==> config.mk <==
export PLATFORM = sky130hd
export DESIGN_NAME = dsme_cell
export DESIGN_NICKNAME = d
export VERILOG_FILES = /design/src/rtl/core/dsme_pkg.sv /design/src/rtl/core/dsme_cell.sv
export SDC_FILE = /design/constraint.sdc
export NUM_CORES = 2
export LEC_CHECK = 0
export ABC_CLOCK_PERIOD_IN_PS = 29600
export BUFFER_PORTS_ARGS = -buffer_cell sky130_fd_sc_hd__buf_4
export CAP_MARGIN = 15
export CORE_AREA = 2 2 366 368
export CTS_CLUSTER_DIAMETER = 80
export DETAILED_ROUTE_END_ITERATION = 10
export DIE_AREA = 0 0 368 370
export PLACE_DENSITY_LB_ADDON = 0.1
export SLEW_MARGIN = 40
export SYNTH_ARGS = -nofsm -noshare
export SYNTH_HDL_FRONTEND = slang
export SYNTH_SLANG_ARGS = --single-unit
==> constraint.sdc <==
create_clock -name clk -period 29.6 [get_ports clk]
set_clock_uncertainty 0.1 [all_clocks]
set_input_delay 4.44 -clock clk [delete_from_list [all_inputs] [get_ports clk]]
set_output_delay 4.44 -clock clk [all_outputs]
set_load 0.005 [all_outputs]
==> src/rtl/core/dsme_pkg.sv <==
// Shared constants, codes and types for the mark slot table.
package dsme_pkg;

  localparam int SLOTS = 16;
  localparam int IDXW  = (SLOTS > 1) ? $clog2(SLOTS) : 1;
  localparam int CNTW  = $clog2(SLOTS + 1);

  // operation codes
  localparam logic [1:0] OP_ADD  = 2'd0;
  localparam logic [1:0] OP_TICK = 2'd1;
  localparam logic [1:0] OP_READ = 2'd2;
  localparam logic [1:0] OP_NONE = 2'd3;

  // mark classes
  localparam logic [1:0] CLS_GLOW   = 2'd0;
  localparam logic [1:0] CLS_SCORCH = 2'd1;
  localparam logic [1:0] CLS_SCUFF  = 2'd2;
  localparam logic [1:0] CLS_RSVD   = 2'd3;

  // result actions
  localparam logic [2:0] ACT_MERGE      = 3'd0;
  localparam logic [2:0] ACT_FILL       = 3'd1;
  localparam logic [2:0] ACT_EVICT_GLOW = 3'd2;
  localparam logic [2:0] ACT_EVICT_OLD  = 3'd3;
  localparam logic [2:0] ACT_TICK       = 3'd4;
  localparam logic [2:0] ACT_READ       = 3'd5;

  // configuration register indexes
  localparam logic REG_MERGE_FACTOR = 1'b0;
  localparam logic REG_GLOW_LIFE    = 1'b1;

  localparam logic [14:0] FULL_LEVEL = 15'd16384;

  typedef enum logic [1:0] {
    ST_IDLE,
    ST_REACH,
    ST_SQ,
    ST_SCAN
  } state_t;

  // item under work, broadcast to every cell
  typedef struct packed {
    logic [1:0]  op;
    logic [1:0]  cls;
    logic        persist;
    logic [47:0] point;
    logic [47:0] normal;
    logic [47:0] tangent;
    logic [15:0] radius;
    logic [14:0] amt;
    logic [31:0] now;
    logic [3:0]  sel;
    logic [31:0] lifetime;
    logic [47:0] reach2;
  } item_t;

  // search record handed from cell to cell
  typedef struct packed {
    logic            vld;
    logic            merge_hit;
    logic [IDXW-1:0] merge_idx;
    logic            free_hit;
    logic [IDXW-1:0] free_idx;
    logic            glow_hit;
    logic [IDXW-1:0] glow_idx;
    logic [31:0]     glow_tag;
    logic            any_hit;
    logic [IDXW-1:0] any_idx;
    logic [31:0]     any_tag;
    logic [CNTW-1:0] cnt;
    logic            rd_active;
    logic [1:0]      rd_class;
    logic [14:0]     rd_strength;
    logic [47:0]     rd_point;
    logic [47:0]     rd_normal;
    logic [47:0]     rd_tangent;
    logic [15:0]     rd_radius;
    logic [31:0]     rd_birth;
  } srch_t;

  // slot write command
  typedef struct packed {
    logic            en;
    logic            merge;
    logic [IDXW-1:0] idx;
    logic [31:0]     tag;
  } wr_t;

endpackage

==> src/rtl/core/dsme_cell.sv <==
// One slot of the table: holds its mark and updates the passing search record.
module dsme_cell import dsme_pkg::*; (
  input  logic            clk,
  input  logic            rst,
  input  logic [IDXW-1:0] my_idx,
  input  item_t           item,
  input  srch_t           rin,
  input  wr_t             wr,
  output srch_t           rout
);

  logic        live;
  logic [1:0]  kind;
  logic [47:0] where_at;
  logic [47:0] facing;
  logic [47:0] slide;
  logic [15:0] size_of_mark;
  logic [14:0] level;
  logic [31:0] born;
  logic [31:0] age_tag;

  srch_t rout_next;

  logic signed [16:0] dx, dy, dz;
  logic [16:0] ax, ay, az;
  logic [35:0] d2;
  logic        near;
  logic        expire;
  logic        live_after;
  logic        sel_me;
  logic        wr_me;
  logic [15:0] lvl_sum;

  // distance test, squares are independent of each other
  always_comb begin
    dx = 17'(signed'(item.point[15:0]))  - 17'(signed'(where_at[15:0]));
    dy = 17'(signed'(item.point[31:16])) - 17'(signed'(where_at[31:16]));
    dz = 17'(signed'(item.point[47:32])) - 17'(signed'(where_at[47:32]));
    ax = dx[16] ? 17'(-dx) : 17'(dx);
    ay = dy[16] ? 17'(-dy) : 17'(dy);
    az = dz[16] ? 17'(-dz) : 17'(dz);
    d2 = 36'(34'(ax) * 34'(ax)) + 36'(34'(ay) * 34'(ay)) + 36'(34'(az) * 34'(az));
    near = ({4'd0, d2, 8'd0} <= item.reach2);
  end

  assign expire     = live && (kind == CLS_GLOW) && ((item.now - born) > item.lifetime);
  assign live_after = live && !expire;
  assign sel_me     = (32'(item.sel) == 32'(my_idx));
  assign wr_me      = wr.en && (wr.idx == my_idx);
  assign lvl_sum    = 16'(level) + 16'(item.amt);

  // record update
  always_comb begin
    rout_next = rin;
    if (rin.vld) begin
      unique case (item.op)
        OP_ADD: begin
          if (item.persist && !rin.merge_hit && live && kind == item.cls && near) begin
            rout_next.merge_hit = 1'b1;
            rout_next.merge_idx = my_idx;
          end
          if (!live && !rin.free_hit) begin
            rout_next.free_hit = 1'b1;
            rout_next.free_idx = my_idx;
          end
          if (kind == CLS_GLOW && (!rin.glow_hit || age_tag < rin.glow_tag)) begin
            rout_next.glow_hit = 1'b1;
            rout_next.glow_idx = my_idx;
            rout_next.glow_tag = age_tag;
          end
          if (!rin.any_hit || age_tag < rin.any_tag) begin
            rout_next.any_hit = 1'b1;
            rout_next.any_idx = my_idx;
            rout_next.any_tag = age_tag;
          end
          rout_next.cnt = rin.cnt + CNTW'(live);
        end
        OP_TICK: begin
          rout_next.cnt = rin.cnt + CNTW'(live_after);
        end
        OP_READ: begin
          if (sel_me) begin
            rout_next.rd_active   = live;
            rout_next.rd_class    = kind;
            rout_next.rd_strength = level;
            rout_next.rd_point    = where_at;
            rout_next.rd_normal   = facing;
            rout_next.rd_tangent  = slide;
            rout_next.rd_radius   = size_of_mark;
            rout_next.rd_birth    = born;
          end
          rout_next.cnt = rin.cnt + CNTW'(live);
        end
        default: begin
          rout_next.cnt = rin.cnt;
        end
      endcase
    end
  end

  always_ff @(posedge clk) begin
    if (rst) begin
      rout.vld <= 1'b0;
    end else begin
      rout <= rout_next;
    end
  end

  // slot active flag
  always_ff @(posedge clk) begin
    if (rst) begin
      live <= 1'b0;
    end else if (wr_me && !wr.merge) begin
      live <= 1'b1;
    end else if (rin.vld && item.op == OP_TICK && expire) begin
      live <= 1'b0;
    end
  end

  // slot contents
  always_ff @(posedge clk) begin
    if (wr_me) begin
      born    <= item.now;
      facing  <= item.normal;
      slide   <= item.tangent;
      age_tag <= wr.tag;
      if (wr.merge) begin
        level <= (lvl_sum > 16'(FULL_LEVEL)) ? FULL_LEVEL : lvl_sum[14:0];
      end else begin
        level        <= item.amt;
        kind         <= item.cls;
        where_at     <= item.point;
        size_of_mark <= item.radius;
      end
    end
  end

endmodule

==> flow_summary_export.csv <==
group,metric,value,unit
routing,first_pass_iters,5,
routing,ant_nets,0,
routing,viasPerCell,5.02,
outcome,status,"completed",
sta,setup_viol_count_final,0,
synth,synth.top_cell.area_share,30.1,%
synth,synthTopCellsByCount,"inv_1 (1222), fa_1 (711), edfxtp_1 (540)",
placement,gp_congestion,0.958,
placement,io_buffers,939,
clocking,cts_setup_buffers,0,
sta,period_minus_slack,18.46,ns
finish,fillers,12400,
run,cap_violations,0,
clocking,hold_buffers,0,
synth,ys.flop_type,"edfxtp_1",
clocking,clock-sinks,542,
sta,fmax,54.2,MHz
sta,rsz0062_at_grt,"no",
clocking,h-tree-depth,3,
setup_path,cp.arrival,18.76,ns
global_route,grt_antenna_before_repair,35,
setup_path,required,29.90,ns
clocking,cts_tree,"built",
global_route,grt_pass1_wl,269,mm
global_route,grt_pass1_vias,40400,
setup_path,critPathSlowestCell,"a2111oi_1",
clocking,path_clk_slew,0.06,ns
sta,tns,0,ns
sta,slew_violations,0,
synth,syn_inst,4975,
finish,fin_nets,7845,
floorplan,coreArea,0.132,mm²
synth,ys_top_cells_by_area,"edfxtp_1 (30%), fa_1 (26%), ha_1 (12%), inv_1 (8.5%), mux2_2 (4.6%)",
setup_path,worst-path-max-fanout,16,
global_route,grt_start_max_net_pins,123,
sta,fin_crit_sh,62.4,%
routing,drcViolationCount,0,
clocking,insertion_delay,0.66,ns
synth,ys_seq_area_share,30.1,%
clocking,cts-root-buf,"clkbuf_16",
sta,tightest_slew,0.852,ns
setup_path,crit_type,"input port to flop",
worst_hold_path,hp-class,"flop to flop",
floorplan,dieWidth,368,µm
synth,synth_area_per_cell,10.8,µm²
sta,hold_violations,0,
clocking,cts.repair.resized,0,
setup_path,max_stage_delay,0.82,ns
global_route,grt.total_usage,27.4,%
clocking,cts_buffer_depth,3,
setup_path,cp-end-kind,"flop",
routing,vias,39200,
synth,ys_seq_elements,542,
routing,wirelength,187,mm
floorplan,start_util,40.7,%
synth,synth.most_common_cell,"inv_1",
routing,routedWlPerCell,24.0,µm
floorplan,dieArea,0.136,mm²
floorplan,row_count,134,
synth,synth_top_area_cell,"edfxtp_1",
finish,seq_area,0.0163,mm²
synth,syn_area,0.0539,mm²
floorplan,dieHeight,370,µm
routing,drt-initial-drc-count,2849,
sta,slew_headroom,43.1,%
clocking,numCtsBuffers,66,
setup_path,critical-path-top-delay-family,"adder cells",
synth,synth_warnings,0,
setup_path,crit_buf_inv,11,
finish,multi_input_comb_area,0.0329,mm²
finish,synthToLayoutAreaGrowth,21.6,%
finish,final_util,49.5,%
floorplan,ios,940,
synth,synth_edf_count,540,
global_route,grt_overflow_total,0,
synth,ys_async_sr_fraction,0,%
setup_path,cp-start-kind,"input port",
synth,ys_types,93,
finish,drive_above_1_share,23.0,%
placement,dpl.hpwl,160,mm
==> cells by family after synthesis <==
group	synth area share, %
muxes	4.70
buffers and inverters	9.34
DFF	30.1
other	0.0139
adders and majority gates	38.4
and+or+nand+nor	7.79
AOI/OAI and AO/OA	6.65
xor gates and xnor gates	3.00
==> area by class of cell <==
cell class,count,area share [%]
Antenna cell,12,0.0458
Sequential cell,542,24.8
Timing Repair Buffer,994,11.5
Tap cell,1768,3.37
Clock buffer,89,2.66
Multi-Input combinational cell,3138,50.2
Inverter,1236,7.10
Clock inverter,27,0.336
==> per-stage QoR <==
| step | worst slack [ns] | area [µm²] | hold slack (ns) | instances |
|---|---|---|---|---|
| 2_1_floorplan | 5.03 | 54100 | 0.392 | 5009 |
| 3_3_place_gp | 10.20 | 63400 | 0.427 | 7675 |
| 3_5_place_dp | 10.18 | 63500 | 0.434 | 7676 |
| 4_1_cts | 10.83 | 65500 | 0.443 | 7792 |
| 5_1_grt | 10.34 | 65600 | 0.457 | 7803 |
| 6_report | 11.14 | 65600 | 0.441 | 7806 |
==> worst paths after layout <==
kind,startpoint,end,slack [ns],cells past startpoint
worst max-delay path,item[275],rout[294]$_DFFE_PN_,11.14,52
worst min-delay path,slide[38]$_DFFE_PP_,rout[86]$_DFFE_PN_,0.44,1
worst max register to register,where_at[32]$_DFFE_PP_,rout[294]$_DFFE_PN_,14.72,50
worst min register to register,slide[38]$_DFFE_PP_,rout[86]$_DFFE_PN_,0.44,1
==> sequential cells by signal, indices dropped and copies added (netlist names) <==
| register | cells |
|---|---|
| slide | 48 |
| rout | 300 |
| size_of_mark | 16 |
| facing | 48 |
| level | 15 |
| live | 1 |
| age_tag | 32 |
| where_at | 48 |
| kind | 2 |
| born | 32 |
==> worst register-to-register path, delay by kind of cell, from the launching register on <==
| kind | cells | cell delay (ns) |
|---|---|---|
| compound gates | 18 | 4.87 |
| xor+xnor | 2 | 0.66 |
| fa+ha+maj | 13 | 5.73 |
| buf+inv | 9 | 0.81 |
| flops | 1 | 0.36 |
| mux | 1 | 0.33 |
| simple gates | 7 | 1.82 |
==> metal layers <==
metal / GRT usage [%] / vias up / part of all wire, %
met5: 0 / - / 0.049
met1: 35.3 / 19900 / 40
met2: 47.5 / 1164 / 51
met3: 5.03 / 192 / 6.7
li1: - / 17900 / -
met4: 6.88 / 14 / 2.3
==> cells in the final DEF, fill, tap and decap left out, types with 7 or more instances in the layout <==
| cell | count |
|---|---|
| a211oi_1 | 12 |
| or2_2 | 24 |
| clkbuf_16 | 66 |
| xor2_2 | 7 |
| o21ai_1 | 9 |
| xnor2_2 | 7 |
| xor2_1 | 59 |
| mux2_2 | 218 |
| a21oi_1 | 137 |
| nand4_1 | 36 |
| nand2b_1 | 72 |
| conb_1 | 36 |
| a31oi_1 | 9 |
| clkinv_1 | 14 |
| and3_1 | 10 |
| o22ai_1 | 17 |
| inv_1 | 1220 |
| nor2_1 | 343 |
| fa_1 | 711 |
| ha_1 | 515 |
| diode_2 | 12 |
| mux2i_1 | 8 |
| or3_1 | 8 |
| o21ai_0 | 147 |
| nand3_1 | 19 |
| clkbuf_1 | 22 |
| edfxtp_1 | 540 |
| and2_1 | 15 |
| buf_4 | 986 |
| nor2b_1 | 38 |
| inv_2 | 11 |
| a2111oi_0 | 7 |
| xnor2_1 | 101 |
| nand2_1 | 271 |
| o21a_1 | 36 |
| a21o_1 | 92 |
| nor3_1 | 39 |
| o21bai_1 | 18 |
Power is not shown: default switching activity piles up to over one toggle a cycle in this logic, so the estimate is an artifact.
